File: config.mk
export PLATFORM = sky130hd
export DESIGN_NAME = soft_timer_bank
export DESIGN_NICKNAME = d
export VERILOG_FILES = /design/src/rtl/core/stb_pkg.sv /design/src/rtl/core/stb_ctrl.sv /design/src/rtl/core/stb_dp.sv /design/src/rtl/core/soft_timer_bank.sv
export VERILOG_INCLUDE_DIRS = /design/src /design/src/rtl/core
export SDC_FILE = /design/constraint.sdc
export NUM_CORES = 1
export LEC_CHECK = 0
export CAP_MARGIN = 0
export CORE_MARGIN = 8
export CORE_UTILIZATION = 66
export CTS_BUF_LIST = sky130_fd_sc_hd__clkbuf_4 sky130_fd_sc_hd__clkbuf_8
export CTS_CLUSTER_SIZE = 30
export DETAILED_ROUTE_END_ITERATION = 10
export DONT_BUFFER_PORTS = 1
export PLACE_DENSITY = 0.84
export RECOVER_POWER = 100
export SLEW_MARGIN = 10
export SYNTH_ARGS = -nofsm -noshare
export SYNTH_HDL_FRONTEND = slang
export SYNTH_SLANG_ARGS = --single-unit
File: constraint.sdc
create_clock -name clk_i -period 7.45 [get_ports clk_i]
set_clock_uncertainty 0.1 [all_clocks]
set_input_delay 1.49 -clock clk_i [delete_from_list [all_inputs] [get_ports clk_i]]
set_output_delay 1.49 -clock clk_i [all_outputs]
set_load 0.01 [all_outputs]
File: src/rtl/core/soft_timer_bank_macros.svh
// Assertion helpers for the timer bank, clocked on clk_i, quiet in reset
`ifndef SOFT_TIMER_BANK_MACROS_SVH
`define SOFT_TIMER_BANK_MACROS_SVH

// same-cycle implication
`define STB_ASSERT_NOW(lbl, ante, cons, msg) \
  lbl: assert property (@(posedge clk_i) disable iff (!rst_ni) (ante) |-> (cons)) \
    else $error(msg);

// next-cycle implication
`define STB_ASSERT_NEXT(lbl, ante, cons, msg) \
  lbl: assert property (@(posedge clk_i) disable iff (!rst_ni) (ante) |=> (cons)) \
    else $error(msg);

`endif

File: src/rtl/core/stb_pkg.sv
package stb_pkg;

  localparam int NUM_TIMERS  = 8;
  localparam int COUNT_WIDTH = 32;
  localparam int IDX_W       = (NUM_TIMERS > 1) ? $clog2(NUM_TIMERS) : 1;

  localparam int CMD_W      = 2;
  localparam int SLOT_W     = 3;
  localparam int PERIOD_W   = 32;
  localparam int RUN_W      = 31;
  localparam int SLOT_CMP_W = 7;   // holds NUM_TIMERS up to 127
  localparam int IN_DATA_W  = 40;
  localparam int OUT_DATA_W = 32;

  localparam logic [RUN_W-1:0] RUN_WRAP = 31'h7FFF_FFFF;

  typedef enum logic [CMD_W-1:0] {
    CMD_TICK   = 2'd0,
    CMD_CREATE = 2'd1,
    CMD_REMOVE = 2'd2,
    CMD_CHECK  = 2'd3
  } cmd_e;

  // controller -> datapath
  typedef struct packed {
    logic             load_item;
    logic             walk_step;
    logic [IDX_W-1:0] walk_idx;
    logic             walk_last;
    logic             exec_cmd;
    logic             out_load;
  } stb_cmd_t;

  // datapath -> controller
  typedef struct packed {
    logic in_is_tick;
    logic out_free;
  } stb_sts_t;

endpackage

File: src/rtl/core/stb_ctrl.sv
module stb_ctrl (
  input  logic              clk_i,
  input  logic              rst_ni,
  input  logic              in_valid_i,
  output logic              in_ready_o,
  input  stb_pkg::stb_sts_t sts_i,
  output stb_pkg::stb_cmd_t cmd_o
);

  typedef enum logic [2:0] {
    ST_IDLE = 3'b001,
    ST_WALK = 3'b010,
    ST_FIN  = 3'b100
  } stb_state_e;

  stb_state_e                  state_q, state_d;
  logic [stb_pkg::IDX_W-1:0]   walk_idx_q, walk_idx_d;
  logic                        walk_last;

  assign walk_last = (walk_idx_q == stb_pkg::IDX_W'(stb_pkg::NUM_TIMERS - 1));

  always_comb begin
    state_d         = state_q;
    walk_idx_d      = walk_idx_q;
    in_ready_o      = 1'b0;
    cmd_o           = '0;
    cmd_o.walk_idx  = walk_idx_q;
    cmd_o.walk_last = walk_last;
    unique case (state_q)
      ST_IDLE: begin
        in_ready_o = 1'b1;
        if (in_valid_i) begin
          cmd_o.load_item = 1'b1;
          walk_idx_d      = '0;
          state_d         = sts_i.in_is_tick ? ST_WALK : ST_FIN;
        end
      end
      ST_WALK: begin
        cmd_o.walk_step = 1'b1;
        if (walk_last) begin
          state_d = ST_FIN;
        end else begin
          walk_idx_d = walk_idx_q + 1'b1;
        end
      end
      ST_FIN: begin
        if (sts_i.out_free) begin
          cmd_o.exec_cmd = 1'b1;
          cmd_o.out_load = 1'b1;
          state_d        = ST_IDLE;
        end
      end
      default: begin
        state_d = ST_IDLE;
      end
    endcase
  end

  always_ff @(posedge clk_i or negedge rst_ni) begin
    if (!rst_ni) begin
      state_q    <= ST_IDLE;
      walk_idx_q <= '0;
    end else begin
      state_q    <= state_d;
      walk_idx_q <= walk_idx_d;
    end
  end

endmodule

File: src/rtl/core/stb_dp.sv
module stb_dp (
  input  logic                             clk_i,
  input  logic                             rst_ni,
  input  logic [stb_pkg::CMD_W-1:0]        in_cmd_i,
  input  logic [stb_pkg::SLOT_W-1:0]       in_slot_i,
  input  logic [stb_pkg::PERIOD_W-1:0]     in_period_i,
  input  logic                             in_periodic_i,
  input  stb_pkg::stb_cmd_t                cmd_i,
  output stb_pkg::stb_sts_t                sts_o,
  output logic                             out_valid_o,
  input  logic                             out_ready_i,
  output logic                             out_answer_o,
  output logic [stb_pkg::RUN_W-1:0]        out_run_time_o
);

  localparam int CW = stb_pkg::COUNT_WIDTH;
  localparam int NT = stb_pkg::NUM_TIMERS;
  localparam int IW = stb_pkg::IDX_W;

  // latched item
  stb_pkg::cmd_e                cmd_q;
  logic [stb_pkg::SLOT_W-1:0]   slot_q;
  logic [CW-1:0]                period_q;
  logic                         periodic_q;

  // per-slot state
  logic [NT-1:0]                active_q;
  logic [CW-1:0]                count_q  [NT];
  logic [CW-1:0]                reload_q [NT];
  logic [NT-1:0]                fired_q;
  logic [NT-1:0]                per_q;

  logic [stb_pkg::RUN_W-1:0]    run_q;
  logic [stb_pkg::RUN_W-1:0]    run_inc;

  logic                         out_valid_q;
  logic                         answer_q;
  logic [stb_pkg::RUN_W-1:0]    out_run_q;

  logic                         slot_ok;
  logic [IW-1:0]                slot_idx;
  logic [IW-1:0]                addr;
  logic                         rd_active, rd_fired, rd_per;
  logic [CW-1:0]                rd_count, rd_reload, dec;

  logic                         cnt_we, rld_we, fired_we, per_we, act_we;
  logic [CW-1:0]                cnt_wd;
  logic                         fired_wd, act_wd;
  logic                         answer;

  assign slot_ok  = ({{(stb_pkg::SLOT_CMP_W - stb_pkg::SLOT_W){1'b0}}, slot_q}
                     < stb_pkg::SLOT_CMP_W'(NT));
  assign slot_idx = IW'(slot_q);
  assign addr     = cmd_i.walk_step ? cmd_i.walk_idx : slot_idx;

  assign rd_active = active_q[addr];
  assign rd_fired  = fired_q[addr];
  assign rd_per    = per_q[addr];
  assign rd_count  = count_q[addr];
  assign rd_reload = reload_q[addr];
  assign dec       = rd_count - 1'b1;

  assign run_inc = run_q + 1'b1;

  always_comb begin
    cnt_we   = 1'b0;
    cnt_wd   = dec;
    rld_we   = 1'b0;
    fired_we = 1'b0;
    fired_wd = 1'b0;
    per_we   = 1'b0;
    act_we   = 1'b0;
    act_wd   = 1'b0;
    answer   = 1'b0;
    if (cmd_i.walk_step) begin
      if (rd_active && (rd_count != '0)) begin
        cnt_we = 1'b1;
        if (dec == '0) begin
          fired_we = 1'b1;
          fired_wd = 1'b1;
          cnt_wd   = rd_per ? rd_reload : '0;
        end
      end
    end else if (cmd_i.exec_cmd) begin
      unique case (cmd_q)
        stb_pkg::CMD_TICK: begin
          answer = 1'b0;
        end
        stb_pkg::CMD_CREATE: begin
          if (slot_ok) begin
            cnt_we   = 1'b1;
            cnt_wd   = period_q;
            rld_we   = 1'b1;
            fired_we = 1'b1;
            fired_wd = 1'b0;
            per_we   = 1'b1;
            act_we   = 1'b1;
            act_wd   = 1'b1;
            answer   = 1'b1;
          end
        end
        stb_pkg::CMD_REMOVE: begin
          if (slot_ok && rd_active) begin
            act_we = 1'b1;
            act_wd = 1'b0;
            answer = 1'b1;
          end
        end
        stb_pkg::CMD_CHECK: begin
          if (slot_ok && rd_active && rd_fired) begin
            fired_we = 1'b1;
            fired_wd = 1'b0;
            act_we   = !rd_per;
            act_wd   = 1'b0;
            answer   = 1'b1;
          end
        end
        default: begin
          answer = 1'b0;
        end
      endcase
    end
  end

  // item latch, no reset
  always_ff @(posedge clk_i) begin
    if (cmd_i.load_item) begin
      cmd_q      <= stb_pkg::cmd_e'(in_cmd_i);
      slot_q     <= in_slot_i;
      period_q   <= CW'(in_period_i);
      periodic_q <= in_periodic_i;
    end
  end

  // slot payload, undefined until created
  always_ff @(posedge clk_i) begin
    if (cnt_we)   count_q[addr]  <= cnt_wd;
    if (rld_we)   reload_q[addr] <= period_q;
    if (fired_we) fired_q[addr]  <= fired_wd;
    if (per_we)   per_q[addr]    <= periodic_q;
  end

  always_ff @(posedge clk_i or negedge rst_ni) begin
    if (!rst_ni) begin
      active_q    <= '0;
      run_q       <= '0;
      out_valid_q <= 1'b0;
    end else begin
      if (act_we) active_q[addr] <= act_wd;
      if (cmd_i.walk_step && cmd_i.walk_last) begin
        run_q <= (run_inc == stb_pkg::RUN_WRAP) ? '0 : run_inc;
      end
      if (cmd_i.out_load) begin
        out_valid_q <= 1'b1;
      end else if (out_ready_i) begin
        out_valid_q <= 1'b0;
      end
    end
  end

  always_ff @(posedge clk_i) begin
    if (cmd_i.out_load) begin
      answer_q  <= answer;
      out_run_q <= run_q;
    end
  end

  assign sts_o.in_is_tick = (in_cmd_i == stb_pkg::CMD_TICK);
  assign sts_o.out_free   = !out_valid_q || out_ready_i;

  assign out_valid_o    = out_valid_q;
  assign out_answer_o   = answer_q;
  assign out_run_time_o = out_run_q;

endmodule

File: src/rtl/core/soft_timer_bank.sv
// Channel   | Dir | Signals                       | Contents
// s_axis    | in  | tvalid tready tdata tuser     | command: slot, period, periodic; tuser cmd
// m_axis    | out | tvalid tready tdata           | result: answer, run_time
//
// Sequencing: one item at a time. A tick walks the slot bank one slot per cycle and
// then loads the result register from the finish state; create, remove and check
// go straight to the finish state. The single read/write port on the slot bank sets this.
// Reset: slot_active and the run-time counter clear at once; no clearing pass.
// Stalls: a result waits in the output register; a new command is taken
// meanwhile, and its result is held back until the register frees.
`include "soft_timer_bank_macros.svh"

module soft_timer_bank (
  input  logic                             clk_i,
  input  logic                             rst_ni,
  // tdata: slot[2:0], period[34:3], periodic[35], zero pad [39:36]
  input  logic [stb_pkg::IN_DATA_W-1:0]    s_axis_tdata_i,
  // tuser: cmd[1:0]
  input  logic [stb_pkg::CMD_W-1:0]        s_axis_tuser_i,
  input  logic                             s_axis_tvalid_i,
  output logic                             s_axis_tready_o,
  // tdata: answer[0], run_time[31:1]
  output logic [stb_pkg::OUT_DATA_W-1:0]   m_axis_tdata_o,
  output logic                             m_axis_tvalid_o,
  input  logic                             m_axis_tready_i
);

  localparam int SLOT_LO   = 0;
  localparam int PERIOD_LO = SLOT_LO + stb_pkg::SLOT_W;
  localparam int PER_BIT   = PERIOD_LO + stb_pkg::PERIOD_W;

  stb_pkg::stb_cmd_t            cmd;
  stb_pkg::stb_sts_t            sts;
  logic                         out_answer;
  logic [stb_pkg::RUN_W-1:0]    out_run_time;

  // sequencing: idle / slot walk / finish
  stb_ctrl u_ctrl (
    .clk_i      (clk_i),
    .rst_ni     (rst_ni),
    .in_valid_i (s_axis_tvalid_i),
    .in_ready_o (s_axis_tready_o),
    .sts_i      (sts),
    .cmd_o      (cmd)
  );

  // slot bank, run-time counter, output register
  stb_dp u_dp (
    .clk_i          (clk_i),
    .rst_ni         (rst_ni),
    .in_cmd_i       (s_axis_tuser_i),
    .in_slot_i      (s_axis_tdata_i[PERIOD_LO-1:SLOT_LO]),
    .in_period_i    (s_axis_tdata_i[PER_BIT-1:PERIOD_LO]),
    .in_periodic_i  (s_axis_tdata_i[PER_BIT]),
    .cmd_i          (cmd),
    .sts_o          (sts),
    .out_valid_o    (m_axis_tvalid_o),
    .out_ready_i    (m_axis_tready_i),
    .out_answer_o   (out_answer),
    .out_run_time_o (out_run_time)
  );

  assign m_axis_tdata_o = {out_run_time, out_answer};

  // a result is only written into a free output register
  `STB_ASSERT_NOW(a_load_free, cmd.out_load, sts.out_free, "result loaded over pending result")
  // one item in flight: after a transfer the input side closes
  `STB_ASSERT_NEXT(a_one_item, s_axis_tvalid_i && s_axis_tready_o, !s_axis_tready_o,
    "input taken twice in a row")
  // a taken result with no new one behind it leaves the output empty
  `STB_ASSERT_NEXT(a_out_drain, m_axis_tvalid_o && m_axis_tready_i && !cmd.out_load,
    !m_axis_tvalid_o, "result repeated")
  // slot walk never overlaps command execution or item load
  `STB_ASSERT_NOW(a_walk_excl, cmd.walk_step, !cmd.exec_cmd && !cmd.load_item,
    "walk overlaps command")

endmodule

==> impl_metrics.env <==
export IMPL_initial_core_util=0.665
export IMPL_leakage_nw=10.4
export IMPL_tightest_slew_ns=2.58
export IMPL_met3_usage=0.0768
export IMPL_combPwrFrac=0.238
export IMPL_reg2reg_to="u_dp.count_q[0][8]"
export IMPL_antenna_found_initial=1
export IMPL_synth_avg_cell_area_um2=13.6
export IMPL_peakVddDrop_mv=0.215
export IMPL_cts_sinks=644
export IMPL_syn2layout_area_growth_pct=9.33
export IMPL_async_flop_share=0.0714
export IMPL_worstPathRequired_ns=7.74
export IMPL_antenna_left=0
export IMPL_root_buffer="clkbuf_8"
export IMPL_path_clk_slew_ns=0.07
export IMPL_wl_per_cell_um=27.3
export IMPL_reg2reg_depth=14
export IMPL_fin_tns_setup_ns=0
export IMPL_ctsResizeCount=0
export IMPL_yosysTopAreaCell="edfxtp_1"
export IMPL_syn_inst=2096
export IMPL_timing_rr_start="u_ctrl.walk_idx_q[1]"
export IMPL_track_usage=0.300
export IMPL_mostFrequentLayoutCell="edfxtp_1"
export IMPL_h_tree_depth=3
export IMPL_timing_fmax_mhz=148
export IMPL_ys_seq_elements=644
export IMPL_cp_start_kind="register"
export IMPL_cp_max_fo=31
export IMPL_synth_area_um2=28500
export IMPL_status="finished, violations left"
export IMPL_finalCriticalPeriod_ns=6.77
export IMPL_io_pins=80
export IMPL_die_x_um=224
export IMPL_cellPowerDensity_nw_per_um2=315
export IMPL_synth_main_ff_cell="edfxtp_1"
export IMPL_drive_gt1_frac=0.154
export IMPL_failed_checks="max-capacitance violations, max-slew violations"
export IMPL_fp_row_count=76
export IMPL_setup_violations=0
export IMPL_synth_enable_flop_cells=598
export IMPL_path_class="reg2reg"
export IMPL_grt_use_met1=0.386
export IMPL_finalHoldViolCount=0
export IMPL_core_um2=42900
export IMPL_cts_tree="yes"
export IMPL_diodes=0
export IMPL_post_cts_setup_buffers=0
export IMPL_switching_power_mw=3.20
export IMPL_clk_path_buf_depth=3
export IMPL_rsz0062_at_grt="no"
export IMPL_cap_viol_max_count=8
export IMPL_busiest_layer="met2"
export IMPL_overflow=0
export IMPL_gp_congestion=0.970
export IMPL_firstDrtPassIters=6
export IMPL_layout_common_cells="edfxtp_1, nand2_1, nor2_1"
export IMPL_synth_net_count=2148
export IMPL_worst_setup_path_end_kind="register"
export IMPL_grt_pass1_vias=19136
export IMPL_numCtsBuffers=98
export IMPL_grt_max_degree=95
export IMPL_first_iter_violations=3051
export IMPL_switching_share=0.326
export IMPL_hold_path_class="in2async"
export IMPL_yosysSeqAreaShare=0.670
export IMPL_wl_um=76200
export IMPL_cts_hold_buf=0
export IMPL_final_area_um2=31200
export IMPL_fp_dieArea_um2=50100
export IMPL_p_int_mw=6.63
export IMPL_route_vias_total=19521
export IMPL_slew_violations=184
export IMPL_ys_types=95
export IMPL_min_period_over_period=0.909
export IMPL_clk_latency_ns=0.71
export IMPL_grt_pass1_wl_um=114000
export IMPL_seqPwrFrac=0.467
export IMPL_drt_vias_per_instance=6.98
export IMPL_met2_usage=0.470
export IMPL_slew_headroom=-0.718
export IMPL_placed_area_um2=29400
export IMPL_p_clk_frac=0.295
export IMPL_nets=2186
export IMPL_synth_warnings=0
export IMPL_synth_top_area_frac=0.630
export IMPL_r2r_slack_ns=0.68
export IMPL_die_y_um=224
export IMPL_ys_top_cells_by_area="edfxtp_1, dfrtp_1, mux4_2"
export IMPL_cp_arrival_ns=7.06
export IMPL_drc=0
export IMPL_io_buffers=0
export IMPL_hpwl_um=47700
flip-flops by register name, summed over array words and instances, names as in the netlist:
name / count
u_dp.per_q: 8
u_dp.active_q: 8
u_dp.count_q: 256
u_dp.out_valid_o: 1
u_dp.periodic_q: 1
u_dp.cmd_q: 2
u_ctrl.state_q: 3
u_dp.period_q: 32
u_ctrl.walk_idx_q: 3
u_dp.reload_q: 256
u_dp.fired_q: 8
u_dp.run_q: 31
u_dp.slot_idx: 3
u_dp.out_run_time_o: 31
u_dp.out_answer_o: 1
power groups by stage:
| stage | clock network (mW) | logic [mW] | registers, mW |
|---|---|---|---|
| 2_1_floorplan | 0 | 1.51 | 4.57 |
| 3_3_place_gp | 0 | 2.20 | 4.64 |
| 3_5_place_dp | 0 | 2.27 | 4.66 |
| 4_1_cts | 2.92 | 2.28 | 4.58 |
| 5_1_grt | 3.06 | 2.45 | 4.61 |
| 6_report | 2.90 | 2.34 | 4.60 |
how the worst max path moves through the flow:
stage / from / to / slack, ns / depth (start not counted)
finish: u_ctrl.walk_idx_q[1] / u_dp.count_q[0][8] / 0.68 / 14
detailed placement: u_ctrl.state_q[2] / u_dp.count_q[2][1] / 1.27 / 13
global route: u_ctrl.state_q[2] / u_dp.reload_q[2][19] / 0.44 / 8
floorplan: m_axis_tready_i / u_dp.per_q[1] / 1.65 / 7
CTS: u_ctrl.state_q[1] / u_dp.count_q[5][1] / 1.24 / 13
global placement: u_ctrl.state_q[2] / u_dp.count_q[2][1] / 1.45 / 13
logic make-up after synthesis:
| logic type | after synthesis | synth area share |
|---|---|---|
| and+or+nand+nor | 656 | 0.111 |
| DFF | 644 | 0.670 |
| AOI/OAI and AO/OA | 474 | 0.113 |
| buffers and inverters | 145 | 0.0242 |
| muxes | 133 | 0.0678 |
| xor gates and xnor gates | 38 | 0.0117 |
| adders and majority gates | 6 | 0.00263 |
cell type report:
cell class	count	area (um^2)
Multi-Input combinational cell	1307	8820
Clock buffer	132	1620
Clock inverter	45	310
Tap cell	585	732
Sequential cell	644	19100
Inverter	21	78.8
Timing Repair Buffer	62	509
Fill cell	2624	11700
metrics by stage:
| step | std cells | util | total power [mW] | worst slack [ns] | hold slack, ns |
|---|---|---|---|---|---|
| final | 2796 | 0.727 | 9.83 | 0.679 | 0.369 |
| after global routing | 2796 | 0.727 | 10.1 | 0.442 | 0.345 |
| after CTS | 2796 | 0.732 | 9.79 | 1.24 | 0.321 |
| after detailed placement | 2619 | 0.687 | 6.92 | 1.27 | 0.393 |
| after global placement | 2619 | 0.687 | 6.84 | 1.45 | 0.376 |
| after floorplan | 2096 | - | 6.08 | 1.65 | 0.323 |
layer usage:
metal / vias up / wire length (um)
li1: 8251 / -
met1: 9528 / 27100
met2: 1493 / 35400
met3: 247 / 10100
met4: 2 / 3530
met5: - / 18
worst max-delay path: stages (launching register included):
cell and delay [ns]:
dfrtp_1 0.94, nand4bb_1 0.61, o21ai_4 0.25, mux2i_1 0.21
o221a_2 0.31, ha_1 0.28, o311ai_0 0.20, a221o_1 0.43
nor3_1 0.65, and3_1 0.33, or3b_1 0.40, a2111oi_4 0.45
nand4_2 0.19, buf_4 0.33, o21ai_0 0.75
synthesized netlist by cell type (19+ instances only):
cell type / instances
o21ai_0: 127
nor4_1: 20
nand3_1: 60
mux2i_1: 73
clkbuf_1: 61
a22oi_1: 19
o21ai_2: 31
o31ai_1: 24
and3_1: 30
dfrtp_1: 45
xnor2_1: 24
buf_2: 28
nor2_1: 145
edfxtp_1: 598
o211ai_1: 27
a21oi_1: 33
inv_1: 20
nand2_1: 262
o22ai_1: 67
a31oi_1: 45
mux4_2: 46
nor3_1: 25
(Power assumes the default switching activity.)
